==> config.mk <==
export PLATFORM = sky130hd
export DESIGN_NAME = pendulum_swingup_balance_controller
export DESIGN_NICKNAME = d
export VERILOG_FILES = /design/src/rtl/psb_pkg.sv /design/src/rtl/psb_mul.sv /design/src/rtl/psb_div.sv /design/src/rtl/pendulum_swingup_balance_controller.sv
export SDC_FILE = /design/constraint.sdc
export NUM_CORES = 2
export LEC_CHECK = 0
export BUFFER_PORTS_ARGS = -buffer_cell sky130_fd_sc_hd__buf_2
export CORE_MARGIN = 4
export CORE_UTILIZATION = 35
export CTS_CLUSTER_SIZE = 40
export DETAILED_ROUTE_END_ITERATION = 8
export PLACE_DENSITY_LB_ADDON = 0.05
export SYNTH_ARGS = -nofsm -noshare
export SYNTH_HDL_FRONTEND = slang
export SYNTH_HIERARCHICAL = 1
export SYNTH_SLANG_ARGS = --single-unit
export TNS_END_PERCENT = 50
==> constraint.sdc <==
create_clock -name clk -period 7.4 [get_ports clk]
set_input_delay 1.48 -clock clk [delete_from_list [all_inputs] [get_ports clk]]
set_output_delay 1.48 -clock clk [all_outputs]
set_load 0.01 [all_outputs]
==> src/rtl/psb_pkg.sv <==
// ----------------------------------------------------------------------------
// Pendulum controller package
// Shared constants, widths and codes of the swing-up and balance controller.
// ----------------------------------------------------------------------------
package psb_pkg;

    localparam int RATE_TAPS_DEFAULT = 8;

    localparam int CFG_IDX_W  = 3;
    localparam int CFG_DATA_W = 16;

    localparam logic [CFG_IDX_W-1:0] CFG_UPRIGHT   = 3'd0;
    localparam logic [CFG_IDX_W-1:0] CFG_CENTER    = 3'd1;
    localparam logic [CFG_IDX_W-1:0] CFG_BAL_P     = 3'd2;
    localparam logic [CFG_IDX_W-1:0] CFG_BAL_D     = 3'd3;
    localparam logic [CFG_IDX_W-1:0] CFG_POS_P     = 3'd4;
    localparam logic [CFG_IDX_W-1:0] CFG_POS_D     = 3'd5;

    localparam logic [11:0] UPRIGHT_RESET = 12'd3100;
    localparam logic [15:0] CENTER_RESET  = 16'd10000;
    localparam logic [9:0]  BAL_P_RESET   = 10'd170;
    localparam logic [9:0]  BAL_D_RESET   = 10'd170;
    localparam logic [9:0]  POS_P_RESET   = 10'd6;
    localparam logic [9:0]  POS_D_RESET   = 10'd160;

    localparam logic [1:0] MODE_IDLE    = 2'd0;
    localparam logic [1:0] MODE_SWING   = 2'd1;
    localparam logic [1:0] MODE_BALANCE = 2'd2;
    localparam logic [1:0] MODE_RECOVER = 2'd3;

    localparam logic [1:0] PHASE_KICK  = 2'd0;
    localparam logic [1:0] PHASE_PUMP  = 2'd1;
    localparam logic [1:0] PHASE_CATCH = 2'd2;

    localparam logic [15:0] ENC_KICK_MAX   = 16'd11000;
    localparam logic [15:0] ENC_PUMP_HIGH  = 16'd10500;
    localparam logic [15:0] ENC_PUMP_LOW   = 16'd9500;
    localparam logic [15:0] ENC_SWING_MAX  = 16'd12000;
    localparam logic [15:0] ENC_SWING_MIN  = 16'd8000;
    localparam logic [15:0] ENC_BAL_MAX    = 16'd11800;
    localparam logic [15:0] ENC_BAL_MIN    = 16'd8200;
    localparam logic [15:0] ENC_REC_LOW    = 16'd9000;
    localparam logic [15:0] ENC_REC_HIGH   = 16'd11000;

    localparam int DRIVE_LIMIT   = 6900;
    localparam int SWING_DRIVE   = 3000;
    localparam int RECOVER_DRIVE = 1300;
    localparam int SWING_OFFSET  = 2106;
    localparam int SWING_ERR     = 700;
    localparam int CATCH_ERR     = 100;
    localparam int TRIP_ERR      = 400;
    localparam int TRIP_RATE     = 100;
    localparam int REC_ERR       = 500;
    localparam int REC_RATE      = 60;
    localparam int POS_DIVISOR   = 5;
    localparam int POS_PERIOD    = 5;
    localparam int RATE_PERIOD   = 6;
    localparam int LONG_TICKS    = 80;

endpackage

==> src/rtl/psb_mul.sv <==
// ----------------------------------------------------------------------------
// Serial multiplier
// Signed operand times unsigned gain, one gain bit per cycle, shift and add.
// ----------------------------------------------------------------------------
module psb_mul #(
    parameter int AW = 35,
    parameter int BW = 10
) (
    input  logic                        clk,
    input  logic                        rst_n,
    input  logic                        start,
    input  logic signed [AW-1:0]        a,
    input  logic        [BW-1:0]        b,
    output logic                        done,
    output logic signed [AW+BW-1:0]     product
);

    localparam int PW = AW + BW;
    localparam int CW = $clog2(BW + 1);

    logic                 busy_reg;
    logic [CW-1:0]        cnt_reg;
    logic                 done_reg;
    logic signed [PW-1:0] acc_reg;
    logic signed [PW-1:0] a_reg;
    logic [BW-1:0]        b_reg;

    always_ff @(posedge clk or negedge rst_n)
    begin
        if (!rst_n)
        begin
            busy_reg <= 1'b0;
            cnt_reg  <= '0;
            done_reg <= 1'b0;
        end
        else
        begin
            done_reg <= 1'b0;
            if (start)
            begin
                busy_reg <= 1'b1;
                cnt_reg  <= '0;
            end
            else if (busy_reg)
            begin
                cnt_reg <= cnt_reg + CW'(1);
                if (cnt_reg == CW'(BW - 1))
                begin
                    busy_reg <= 1'b0;
                    done_reg <= 1'b1;
                end
            end
        end
    end

    always_ff @(posedge clk)
    begin
        if (start)
        begin
            acc_reg <= '0;
            a_reg   <= PW'(a);
            b_reg   <= b;
        end
        else if (busy_reg)
        begin
            if (b_reg[0])
            begin
                acc_reg <= acc_reg + a_reg;
            end
            a_reg <= a_reg <<< 1;
            b_reg <= b_reg >> 1;
        end
    end

    assign done    = done_reg;
    assign product = acc_reg;

endmodule

==> src/rtl/psb_div.sv <==
// ----------------------------------------------------------------------------
// Serial constant divider
// Signed dividend over a constant divisor, one quotient bit per cycle,
// quotient truncated toward zero.
// ----------------------------------------------------------------------------
module psb_div #(
    parameter int W       = 37,
    parameter int DIVISOR = 5
) (
    input  logic                clk,
    input  logic                rst_n,
    input  logic                start,
    input  logic signed [W-1:0] x,
    output logic                done,
    output logic signed [W-1:0] q
);

    localparam int RW = $clog2(DIVISOR + 1) + 1;
    localparam int CW = $clog2(W + 1);

    logic          busy_reg;
    logic [CW-1:0] cnt_reg;
    logic          done_reg;
    logic          neg_reg;
    logic [W-1:0]  mag_reg;
    logic [RW-1:0] rem_reg;
    logic [RW-1:0] trial;
    logic          fits;

    assign trial = {rem_reg[RW-2:0], mag_reg[W-1]};
    assign fits  = (trial >= RW'(DIVISOR));

    always_ff @(posedge clk or negedge rst_n)
    begin
        if (!rst_n)
        begin
            busy_reg <= 1'b0;
            cnt_reg  <= '0;
            done_reg <= 1'b0;
        end
        else
        begin
            done_reg <= 1'b0;
            if (start)
            begin
                busy_reg <= 1'b1;
                cnt_reg  <= '0;
            end
            else if (busy_reg)
            begin
                cnt_reg <= cnt_reg + CW'(1);
                if (cnt_reg == CW'(W - 1))
                begin
                    busy_reg <= 1'b0;
                    done_reg <= 1'b1;
                end
            end
        end
    end

    always_ff @(posedge clk)
    begin
        if (start)
        begin
            neg_reg <= x[W-1];
            mag_reg <= x[W-1] ? W'(-x) : W'(x);
            rem_reg <= '0;
        end
        else if (busy_reg)
        begin
            rem_reg <= fits ? (trial - RW'(DIVISOR)) : trial;
            mag_reg <= {mag_reg[W-2:0], fits};
        end
    end

    assign done = done_reg;
    assign q    = neg_reg ? $signed(W'(-mag_reg)) : $signed(mag_reg);

endmodule

==> src/rtl/pendulum_swingup_balance_controller.sv <==
// ----------------------------------------------------------------------------
// Pendulum swing-up and balance controller
// One beat per control tick in, one drive beat out, with mode handling.
// ----------------------------------------------------------------------------
// Usage: each control tick the host sends one beat of encoder count, angle
// sample and key level on the item channel (valid/ready). The block returns
// one beat on the result channel: drive direction, magnitude, a written flag
// and the mode after the tick. Items are worked one at a time by a sequencer
// around a shared serial multiplier (one gain bit per cycle) and
// two serial dividers (one quotient bit per cycle).
// A tick without arithmetic runs the sequencer steps only; every sixth tick
// the rate divider runs, in balance mode the multiplier forms the angle PD
// terms, and every fifth balance tick the position filter adds a divide and
// two multiplies. The next item is taken as soon as the sequencer is back in
// its idle state, even while the previous result still waits in the output
// register. If the receiver stalls with a result still held, the sequencer
// waits in its last step. Reset loads the register defaults and clears the
// control state, not the datapath. Configuration writes take effect at
// once; the user must make them between ticks, the block does not enforce it.
// ----------------------------------------------------------------------------
module pendulum_swingup_balance_controller #(
    parameter int RATE_TAPS = psb_pkg::RATE_TAPS_DEFAULT
) (
    input  logic                            clk,
    input  logic                            rst_n,
    input  logic                            item_valid,
    output logic                            item_ready,
    input  logic [15:0]                     encoder_count,
    input  logic [11:0]                     angle_sample,
    input  logic                            key_down,
    output logic                            result_valid,
    input  logic                            result_ready,
    output logic                            drive_reverse,
    output logic [12:0]                     drive_magnitude,
    output logic                            drive_written,
    output logic [1:0]                      mode_now,
    input  logic                            cfg_write,
    input  logic [psb_pkg::CFG_IDX_W-1:0]   cfg_index,
    input  logic [psb_pkg::CFG_DATA_W-1:0]  cfg_data
);

    localparam int SUM_W = 13 + $clog2(RATE_TAPS) + 1;

    typedef enum logic [16:0] {
        ST_IDLE  = 17'b00000000000000001,
        ST_RATE  = 17'b00000000000000010,
        ST_RDIV  = 17'b00000000000000100,
        ST_SWING = 17'b00000000000001000,
        ST_BAL   = 17'b00000000000010000,
        ST_BM1   = 17'b00000000000100000,
        ST_BL2   = 17'b00000000001000000,
        ST_BM2   = 17'b00000000010000000,
        ST_PDIV  = 17'b00000000100000000,
        ST_PL1   = 17'b00000001000000000,
        ST_PM1   = 17'b00000010000000000,
        ST_PL2   = 17'b00000100000000000,
        ST_PM2   = 17'b00001000000000000,
        ST_BFIN  = 17'b00010000000000000,
        ST_REC   = 17'b00100000000000000,
        ST_KEY   = 17'b01000000000000000,
        ST_OUT   = 17'b10000000000000000
    } state_t;

    state_t state_reg, state_next;

    logic [11:0] up_reg;
    logic [15:0] center_reg;
    logic [9:0]  bal_p_reg, bal_d_reg, pos_p_reg, pos_d_reg;

    logic [15:0] enc_reg;
    logic [11:0] ang_reg;
    logic        key_reg;

    logic [1:0]  mode_reg, mode_next;
    logic [1:0]  phase_reg, phase_next;
    logic [6:0]  ticks_reg, ticks_next;
    logic [7:0]  long_reg, long_next;
    logic [2:0]  pdiv_reg, pdiv_next;
    logic [2:0]  rdiv_reg, rdiv_next;
    logic [11:0] last_ang_reg, last_ang_next;
    logic signed [12:0] win_reg [RATE_TAPS];
    logic signed [12:0] win_next [RATE_TAPS];
    logic signed [SUM_W-1:0] sum_reg, sum_next;
    logic signed [12:0] rate_reg, rate_next;
    logic signed [12:0] last_err_reg, last_err_next;
    logic signed [33:0] f_reg, f_next;
    logic signed [33:0] last_f_reg, last_f_next;
    logic signed [34:0] diff_reg, diff_next;
    logic signed [27:0] pdrive_reg, pdrive_next;
    logic signed [44:0] acc_reg, acc_next;
    logic signed [24:0] bal_reg, bal_next;
    logic signed [13:0] moto_reg, moto_next;
    logic        written_reg, written_next;

    logic        out_valid_reg, out_valid_next;
    logic        out_rev_reg;
    logic [12:0] out_mag_reg;
    logic        out_wr_reg;
    logic [1:0]  out_mode_reg;
    logic        out_load;

    logic signed [12:0] err;
    logic signed [13:0] swing_ref;
    logic signed [13:0] err_diff;
    logic signed [12:0] rate_diff;
    logic signed [16:0] least;
    logic signed [36:0] pos_num;
    logic signed [36:0] f_ext, l_ext;
    logic signed [45:0] psum;
    logic signed [45:0] psum_adj;
    logic signed [28:0] moto_wide;
    logic signed [13:0] moto_abs;

    logic               mul_start;
    logic signed [34:0] mul_a;
    logic [9:0]         mul_b;
    logic               mul_done;
    logic signed [44:0] mul_p;

    logic                    rdiv_start;
    logic                    rdiv_done;
    logic signed [SUM_W-1:0] rdiv_q;

    logic               pos_start;
    logic               pos_done;
    logic signed [36:0] pos_q;

    assign err       = $signed({1'b0, ang_reg} - {1'b0, up_reg});
    assign swing_ref = 14'(err) + 14'sd2106;
    assign err_diff  = 14'(err) - 14'(last_err_reg);
    assign rate_diff = $signed({1'b0, ang_reg} - {1'b0, last_ang_reg});
    assign least     = $signed({1'b0, enc_reg} - {1'b0, center_reg});
    assign f_ext     = 37'(f_reg);
    assign l_ext     = 37'(least);
    assign pos_num   = (f_ext <<< 2) + (l_ext <<< 16);
    assign psum      = 46'(acc_reg) + 46'(mul_p);
    assign psum_adj  = psum[45] ? (psum + 46'sd65535) : psum;
    assign moto_wide = 29'(bal_reg) - 29'(pdrive_reg);
    assign moto_abs  = moto_reg[13] ? -moto_reg : moto_reg;

    always_comb
    begin
        mul_a = 35'(err);
        mul_b = bal_p_reg;
        unique case (state_reg)
            ST_BL2:
            begin
                mul_a = 35'(err_diff);
                mul_b = bal_d_reg;
            end
            ST_PL1:
            begin
                mul_a = 35'(f_reg);
                mul_b = pos_p_reg;
            end
            ST_PL2:
            begin
                mul_a = diff_reg;
                mul_b = pos_d_reg;
            end
            default:
            begin
                mul_a = 35'(err);
                mul_b = bal_p_reg;
            end
        endcase
    end

    psb_mul #(
        .AW(35),
        .BW(10)
    ) u_mul (
        .clk     (clk),
        .rst_n   (rst_n),
        .start   (mul_start),
        .a       (mul_a),
        .b       (mul_b),
        .done    (mul_done),
        .product (mul_p)
    );

    psb_div #(
        .W      (SUM_W),
        .DIVISOR(RATE_TAPS)
    ) u_rate_div (
        .clk   (clk),
        .rst_n (rst_n),
        .start (rdiv_start),
        .x     (sum_next),
        .done  (rdiv_done),
        .q     (rdiv_q)
    );

    psb_div #(
        .W      (37),
        .DIVISOR(psb_pkg::POS_DIVISOR)
    ) u_pos_div (
        .clk   (clk),
        .rst_n (rst_n),
        .start (pos_start),
        .x     (pos_num),
        .done  (pos_done),
        .q     (pos_q)
    );

    assign item_ready = (state_reg == ST_IDLE);
    assign out_load   = (state_reg == ST_OUT) && (!out_valid_reg || result_ready);

    always_comb
    begin
        state_next     = state_reg;
        mode_next      = mode_reg;
        phase_next     = phase_reg;
        ticks_next     = ticks_reg;
        long_next      = long_reg;
        pdiv_next      = pdiv_reg;
        rdiv_next      = rdiv_reg;
        last_ang_next  = last_ang_reg;
        win_next       = win_reg;
        sum_next       = sum_reg;
        rate_next      = rate_reg;
        last_err_next  = last_err_reg;
        f_next         = f_reg;
        last_f_next    = last_f_reg;
        diff_next      = diff_reg;
        pdrive_next    = pdrive_reg;
        acc_next       = acc_reg;
        bal_next       = bal_reg;
        moto_next      = moto_reg;
        written_next   = written_reg;
        mul_start      = 1'b0;
        rdiv_start     = 1'b0;
        pos_start      = 1'b0;
        out_valid_next = out_valid_reg && !result_ready;

        unique case (state_reg)
            ST_IDLE:
            begin
                if (item_valid)
                begin
                    moto_next    = '0;
                    written_next = 1'b0;
                    state_next   = ST_RATE;
                end
            end
            ST_RATE:
            begin
                if (rdiv_reg + 3'd1 >= 3'(psb_pkg::RATE_PERIOD))
                begin
                    for (int i = 0; i < RATE_TAPS - 1; i++)
                    begin
                        win_next[i] = win_reg[i + 1];
                    end
                    win_next[RATE_TAPS-1] = rate_diff;
                    sum_next      = sum_reg - SUM_W'(win_reg[0]) + SUM_W'(rate_diff);
                    rdiv_start    = 1'b1;
                    rdiv_next     = '0;
                    last_ang_next = ang_reg;
                    state_next    = ST_RDIV;
                end
                else
                begin
                    rdiv_next  = rdiv_reg + 3'd1;
                    state_next = ST_SWING;
                end
            end
            ST_RDIV:
            begin
                if (rdiv_done)
                begin
                    rate_next  = rdiv_q[12:0];
                    state_next = ST_SWING;
                end
            end
            ST_SWING:
            begin
                if (mode_reg == psb_pkg::MODE_SWING)
                begin
                    if (phase_reg == psb_pkg::PHASE_KICK && enc_reg <= psb_pkg::ENC_KICK_MAX)
                    begin
                        moto_next = -14'(psb_pkg::SWING_DRIVE);
                    end
                    else
                    begin
                        moto_next  = '0;
                        phase_next = psb_pkg::PHASE_PUMP;
                    end
                    if (phase_next == psb_pkg::PHASE_PUMP && enc_reg < psb_pkg::ENC_PUMP_HIGH
                        && (swing_ref < -14'sd2 || err > 13'(psb_pkg::SWING_ERR)))
                    begin
                        moto_next = -14'(psb_pkg::SWING_DRIVE);
                    end
                    else if (phase_next == psb_pkg::PHASE_PUMP
                        && enc_reg > psb_pkg::ENC_PUMP_LOW
                        && swing_ref > 14'sd2 && err < -13'(psb_pkg::SWING_ERR))
                    begin
                        moto_next = 14'(psb_pkg::SWING_DRIVE);
                    end
                    if (err < 13'(psb_pkg::CATCH_ERR) && err > -13'(psb_pkg::CATCH_ERR))
                    begin
                        phase_next = psb_pkg::PHASE_CATCH;
                        mode_next  = psb_pkg::MODE_BALANCE;
                    end
                    if (phase_next == psb_pkg::PHASE_CATCH)
                    begin
                        moto_next = '0;
                    end
                    if (enc_reg > psb_pkg::ENC_SWING_MAX || enc_reg < psb_pkg::ENC_SWING_MIN)
                    begin
                        moto_next = '0;
                    end
                    written_next = 1'b1;
                end
                state_next = ST_BAL;
            end
            ST_BAL:
            begin
                if (mode_reg == psb_pkg::MODE_BALANCE)
                begin
                    mul_start  = 1'b1;
                    state_next = ST_BM1;
                end
                else
                begin
                    state_next = ST_REC;
                end
            end
            ST_BM1:
            begin
                if (mul_done)
                begin
                    acc_next   = mul_p;
                    state_next = ST_BL2;
                end
            end
            ST_BL2:
            begin
                mul_start  = 1'b1;
                state_next = ST_BM2;
            end
            ST_BM2:
            begin
                if (mul_done)
                begin
                    bal_next      = 25'(acc_reg) + 25'(mul_p);
                    last_err_next = err;
                    if (pdiv_reg + 3'd1 >= 3'(psb_pkg::POS_PERIOD))
                    begin
                        pdiv_next  = '0;
                        pos_start  = 1'b1;
                        state_next = ST_PDIV;
                    end
                    else
                    begin
                        pdiv_next  = pdiv_reg + 3'd1;
                        state_next = ST_BFIN;
                    end
                end
            end
            ST_PDIV:
            begin
                if (pos_done)
                begin
                    f_next      = pos_q[33:0];
                    last_f_next = pos_q[33:0];
                    diff_next   = 35'($signed(pos_q[33:0])) - 35'(last_f_reg);
                    state_next  = ST_PL1;
                end
            end
            ST_PL1:
            begin
                mul_start  = 1'b1;
                state_next = ST_PM1;
            end
            ST_PM1:
            begin
                if (mul_done)
                begin
                    acc_next   = mul_p;
                    state_next = ST_PL2;
                end
            end
            ST_PL2:
            begin
                mul_start  = 1'b1;
                state_next = ST_PM2;
            end
            ST_PM2:
            begin
                if (mul_done)
                begin
                    pdrive_next = psum_adj[43:16];
                    state_next  = ST_BFIN;
                end
            end
            ST_BFIN:
            begin
                if (moto_wide < -29'(psb_pkg::DRIVE_LIMIT))
                begin
                    moto_next = -14'(psb_pkg::DRIVE_LIMIT);
                end
                else if (moto_wide > 29'(psb_pkg::DRIVE_LIMIT))
                begin
                    moto_next = 14'(psb_pkg::DRIVE_LIMIT);
                end
                else
                begin
                    moto_next = moto_wide[13:0];
                end
                if (err > 13'(psb_pkg::TRIP_ERR) || err < -13'(psb_pkg::TRIP_ERR)
                    || rate_reg > 13'(psb_pkg::TRIP_RATE)
                    || rate_reg < -13'(psb_pkg::TRIP_RATE))
                begin
                    moto_next = '0;
                    mode_next = psb_pkg::MODE_RECOVER;
                end
                if (enc_reg > psb_pkg::ENC_BAL_MAX || enc_reg < psb_pkg::ENC_BAL_MIN)
                begin
                    moto_next = '0;
                    mode_next = psb_pkg::MODE_RECOVER;
                end
                written_next = 1'b1;
                state_next   = ST_REC;
            end
            ST_REC:
            begin
                if (mode_reg == psb_pkg::MODE_RECOVER)
                begin
                    if (err < 13'(psb_pkg::REC_ERR) && err > -13'(psb_pkg::REC_ERR)
                        && rate_reg < 13'(psb_pkg::REC_RATE)
                        && rate_reg > -13'(psb_pkg::REC_RATE))
                    begin
                        mode_next = psb_pkg::MODE_BALANCE;
                    end
                    if (enc_reg < psb_pkg::ENC_REC_LOW)
                    begin
                        moto_next = 14'(psb_pkg::RECOVER_DRIVE);
                    end
                    else if (enc_reg > psb_pkg::ENC_REC_HIGH)
                    begin
                        moto_next = -14'(psb_pkg::RECOVER_DRIVE);
                    end
                    else
                    begin
                        moto_next = '0;
                    end
                    written_next = 1'b1;
                end
                state_next = ST_KEY;
            end
            ST_KEY:
            begin
                if (key_reg || ticks_reg != 7'd0)
                begin
                    ticks_next = ticks_reg + 7'd1;
                    if (!key_reg && long_reg == 8'd0)
                    begin
                        ticks_next = '0;
                        mode_next  = psb_pkg::MODE_BALANCE;
                    end
                    if (ticks_next == 7'(psb_pkg::LONG_TICKS))
                    begin
                        ticks_next = '0;
                        if (long_reg != 8'hFF)
                        begin
                            long_next = long_reg + 8'd1;
                        end
                        if (!key_reg)
                        begin
                            long_next = '0;
                        end
                        mode_next = psb_pkg::MODE_SWING;
                    end
                end
                state_next = ST_OUT;
            end
            ST_OUT:
            begin
                if (out_load)
                begin
                    out_valid_next = 1'b1;
                    state_next     = ST_IDLE;
                end
            end
            default:
            begin
                state_next = ST_IDLE;
            end
        endcase
    end

    always_ff @(posedge clk or negedge rst_n)
    begin
        if (!rst_n)
        begin
            up_reg     <= psb_pkg::UPRIGHT_RESET;
            center_reg <= psb_pkg::CENTER_RESET;
            bal_p_reg  <= psb_pkg::BAL_P_RESET;
            bal_d_reg  <= psb_pkg::BAL_D_RESET;
            pos_p_reg  <= psb_pkg::POS_P_RESET;
            pos_d_reg  <= psb_pkg::POS_D_RESET;
        end
        else if (cfg_write)
        begin
            unique case (cfg_index)
                psb_pkg::CFG_UPRIGHT: up_reg     <= cfg_data[11:0];
                psb_pkg::CFG_CENTER:  center_reg <= cfg_data;
                psb_pkg::CFG_BAL_P:   bal_p_reg  <= cfg_data[9:0];
                psb_pkg::CFG_BAL_D:   bal_d_reg  <= cfg_data[9:0];
                psb_pkg::CFG_POS_P:   pos_p_reg  <= cfg_data[9:0];
                psb_pkg::CFG_POS_D:   pos_d_reg  <= cfg_data[9:0];
                default:
                begin
                end
            endcase
        end
    end

    always_ff @(posedge clk or negedge rst_n)
    begin
        if (!rst_n)
        begin
            state_reg     <= ST_IDLE;
            mode_reg      <= psb_pkg::MODE_IDLE;
            phase_reg     <= psb_pkg::PHASE_KICK;
            ticks_reg     <= '0;
            long_reg      <= '0;
            pdiv_reg      <= '0;
            rdiv_reg      <= '0;
            last_ang_reg  <= '0;
            for (int i = 0; i < RATE_TAPS; i++)
            begin
                win_reg[i] <= '0;
            end
            sum_reg       <= '0;
            rate_reg      <= '0;
            last_err_reg  <= '0;
            f_reg         <= '0;
            last_f_reg    <= '0;
            diff_reg      <= '0;
            pdrive_reg    <= '0;
            out_valid_reg <= 1'b0;
        end
        else
        begin
            state_reg     <= state_next;
            mode_reg      <= mode_next;
            phase_reg     <= phase_next;
            ticks_reg     <= ticks_next;
            long_reg      <= long_next;
            pdiv_reg      <= pdiv_next;
            rdiv_reg      <= rdiv_next;
            last_ang_reg  <= last_ang_next;
            win_reg       <= win_next;
            sum_reg       <= sum_next;
            rate_reg      <= rate_next;
            last_err_reg  <= last_err_next;
            f_reg         <= f_next;
            last_f_reg    <= last_f_next;
            diff_reg      <= diff_next;
            pdrive_reg    <= pdrive_next;
            out_valid_reg <= out_valid_next;
        end
    end

    always_ff @(posedge clk)
    begin
        if (item_valid && item_ready)
        begin
            enc_reg <= encoder_count;
            ang_reg <= angle_sample;
            key_reg <= key_down;
        end
        acc_reg     <= acc_next;
        bal_reg     <= bal_next;
        moto_reg    <= moto_next;
        written_reg <= written_next;
        if (out_load)
        begin
            out_rev_reg  <= written_reg && moto_reg[13];
            out_mag_reg  <= written_reg ? moto_abs[12:0] : 13'd0;
            out_wr_reg   <= written_reg;
            out_mode_reg <= mode_reg;
        end
    end

    assign result_valid    = out_valid_reg;
    assign drive_reverse   = out_rev_reg;
    assign drive_magnitude = out_mag_reg;
    assign drive_written   = out_wr_reg;
    assign mode_now        = out_mode_reg;

`ifndef SYNTHESIS
    a_mag_limit: assert property (@(posedge clk) disable iff (!rst_n)
        result_valid |-> (drive_magnitude <= 13'(psb_pkg::DRIVE_LIMIT)))
        else $error("Drive magnitude exceeds the clamp limit.");

    a_no_write_zero: assert property (@(posedge clk) disable iff (!rst_n)
        (result_valid && !drive_written) |-> (drive_magnitude == 13'd0 && !drive_reverse))
        else $error("A beat without a drive write carries a drive value.");

    a_ticks_range: assert property (@(posedge clk) disable iff (!rst_n)
        ticks_reg < 7'(psb_pkg::LONG_TICKS))
        else $error("Key tick counter passed the long press length.");

    a_mul_wait: assert property (@(posedge clk) disable iff (!rst_n)
        mul_done |-> (state_reg == ST_BM1 || state_reg == ST_BM2
            || state_reg == ST_PM1 || state_reg == ST_PM2))
        else $error("Multiplier finished outside a wait step.");
`endif

endmodule

==> impl_metrics.yaml <==
status:
  status: "complete, no violations"
worst_setup_path:
  arrival_ns: 6.71
  cp_max_fo: 5
  crit_type: "reg -> reg"
  regToRegStartpoint: "ang_reg[0]$_DFFE_PP_"
  reg2reg_depth: 23
  required_ns: 7.79
  worstSetupStartpoint: "ang_reg[0]$_DFFE_PP_"
  startpoint_type: "flip-flop"
  critPathCaptureType: "flip-flop"
min_path:
  holdCritPathClass: "reg -> reg"
  holdPathStages: 2
  min_from: "win_reg[53]$_DFFE_PN0P_"
routing:
  routed_wl_mm: 116
  num_vias: 33392
  wl_per_cell_um: 18.0
  drc: 0
  drt_pass1_iterations: 5
  detail_route.iter0.violations: 1868
  final_antenna_net_count: 0
  post_drt_via_cell_ratio: 5.20
finish:
  instances_no_fill: 6426
  largest_register_ffs: 104
  drive_above_1_share: 0.0979
  nets: 5074
  syn_to_final_growth_pct: 11.4
  fillers: 12265
timing:
  hold_violations: 0
  max-slew-margin-rel: 0.0367
  setup_violations: 0
  fin_worst_skew_ns: 0.0306
  period_minus_slack_ns: 6.33
  fin_setup_tns_ns: 0
  worst_slew_pin_slew_ns: 1.42
  rsz0062_at_grt: "no"
  drv_slew: 0
  max_freq_mhz: 158
  min_period_over_period: 0.855
grt:
  grt_usage: 0.177
  grt_overflow_total: 0
  grt_antenna_before_repair: 3
  grt_pass1_wl_mm: 186
  grt_max_degree: 111
  first_global_vias: 32816
clock_network:
  holdBufCountCts: 0
  cts_tree: "built"
  cts_sinks: 682
  cts_root_buf: "clkbuf_16"
  postCtsSetupBuffers: 0
  cts_resized: 0
  path_clk_slew_ns: 0.06
  numCtsBuffers: 85
  htree_num_levels: 3
  clkLatencyLatePin_ns: 0.68
  cts_buffer_depth: 3
flow_run:
  maxCapViolCount: 0
floorplanning:
  fp.dieH_um: 360
  io_pins: 72
  start_util: 0.354
  rows: 128
  core_um2: 122000
  die_w_um: 360
  dieArea_um2: 129000
power_and_ir_drop:
  p_int_w: 0.0103
  sw_frac_of_total: 0.409
  p_sw_w: 0.00713
  finalPower_w: 0.0174
  p_clk_frac: 0.240
  comb_power_share: 0.458
  p_seq_frac: 0.302
  power_density_nw_per_um2: 362
  irDropWorstVdd_mv: 0.229
  power_leakage_nw: 20.4
placed_design:
  place_hpwl_mm: 87.3
  place.gp.congestion: 0.815
  dp_cells: 6269
  port_buffers: 71
synthesis:
  synth_area_um2: 43300
  ys_warn_count: 6
  synth_cells: 4713
  syn_avg_cell_area_um2: 9.18
-- routing by layer --
metal	share of wire	GRT usage	wire length, µm
met4	0.021	0.0486	2460
met5	0	0	0
met2	0.43	0.271	50300
met1	0.51	0.257	58600
met3	0.040	0.0296	4650
-- metrics by stage --
step	hold WS, ns	cell area, µm²	util	setup WS, ns
floorplan	0.432	43300	-	1.90
global placement	0.449	45400	0.371	1.24
detailed placement	0.455	45400	0.371	1.17
CTS	0.468	48200	0.394	1.10
global route	0.482	48200	0.394	0.660
finish	0.463	48200	0.394	1.07
-- layout by cell type (no fill, tap or decap), types with 70 or more instances in the layout --
cell,instances
nand2_1,715
o21ai_0,365
dfrtp_1,365
a21oi_1,326
nor2_1,287
inv_1,275
ha_1,265
edfxtp_1,242
xnor2_1,183
xor2_1,139
mux2_2,110
a21o_1,100
nor3_1,91
clkbuf_16,90
buf_2,70
-- worst paths after layout --
check	slack, ns	endpoint
setup / recovery	1.07	u_rate_div/mag_reg[14]$_DFFE_PP_
hold / removal	0.46	win_reg[53]$_DFFE_PN0P_
setup reg to reg	1.07	u_rate_div/mag_reg[14]$_DFFE_PP_
hold reg to reg	0.46	win_reg[53]$_DFFE_PN0P_
max in group asynchronous	5.35	u_pos_div/cnt_reg[4]$_DFFE_PN0P_
min in group asynchronous	0.81	pos_d_reg[6]$_DFFE_PN0P_
-- worst max-delay path: stages (launching register included) --
cell and delay (ns):
edfxtp_1 0.35, inv_1 0.10, ha_1 0.20, inv_1 0.06, fa_1 0.40, a21o_1 0.18
a21oi_1 0.25, o21ai_0 0.14, a21oi_1 0.24, o21bai_1 0.13, a211o_1 0.34, a21oi_1 0.16
xnor2_1 0.20, fa_1 0.48, ha_1 0.25, o41ai_1 0.71, o21bai_1 0.13, a21oi_1 0.19
xor2_1 0.16, o21ai_0 0.18, or4_1 0.58, nor4_2 0.35, or3_1 0.16, a31oi_1 0.07
-- area by class of cell --
class	instances	area, µm²	share of cell area
multi-input combinational	3565	23500	0.487
sequential	682	18000	0.374
clock buffer	121	2450	0.0508
tap	1625	2030	0.0422
inverter	279	1050	0.0218
timing repair buffer	118	743	0.0154
clock inverter	35	384	0.00797
antenna	1	2.50	0.0000519
-- power by group through the flow --
| stage | Sequential [W] | Clock, W | Combinational (W) |
|---|---|---|---|
| 4_1_cts | 0.00527 | 0.00436 | 0.00804 |
| 2_1_floorplan | 0.00507 | 0 | 0.00620 |
| 3_3_place_gp | 0.00534 | 0 | 0.00802 |
| 3_5_place_dp | 0.00535 | 0 | 0.00798 |
| 5_1_grt | 0.00535 | 0.00451 | 0.00907 |
| 6_report | 0.00526 | 0.00418 | 0.00799 |
No activity file was read; power rests on OpenSTA's default activity.
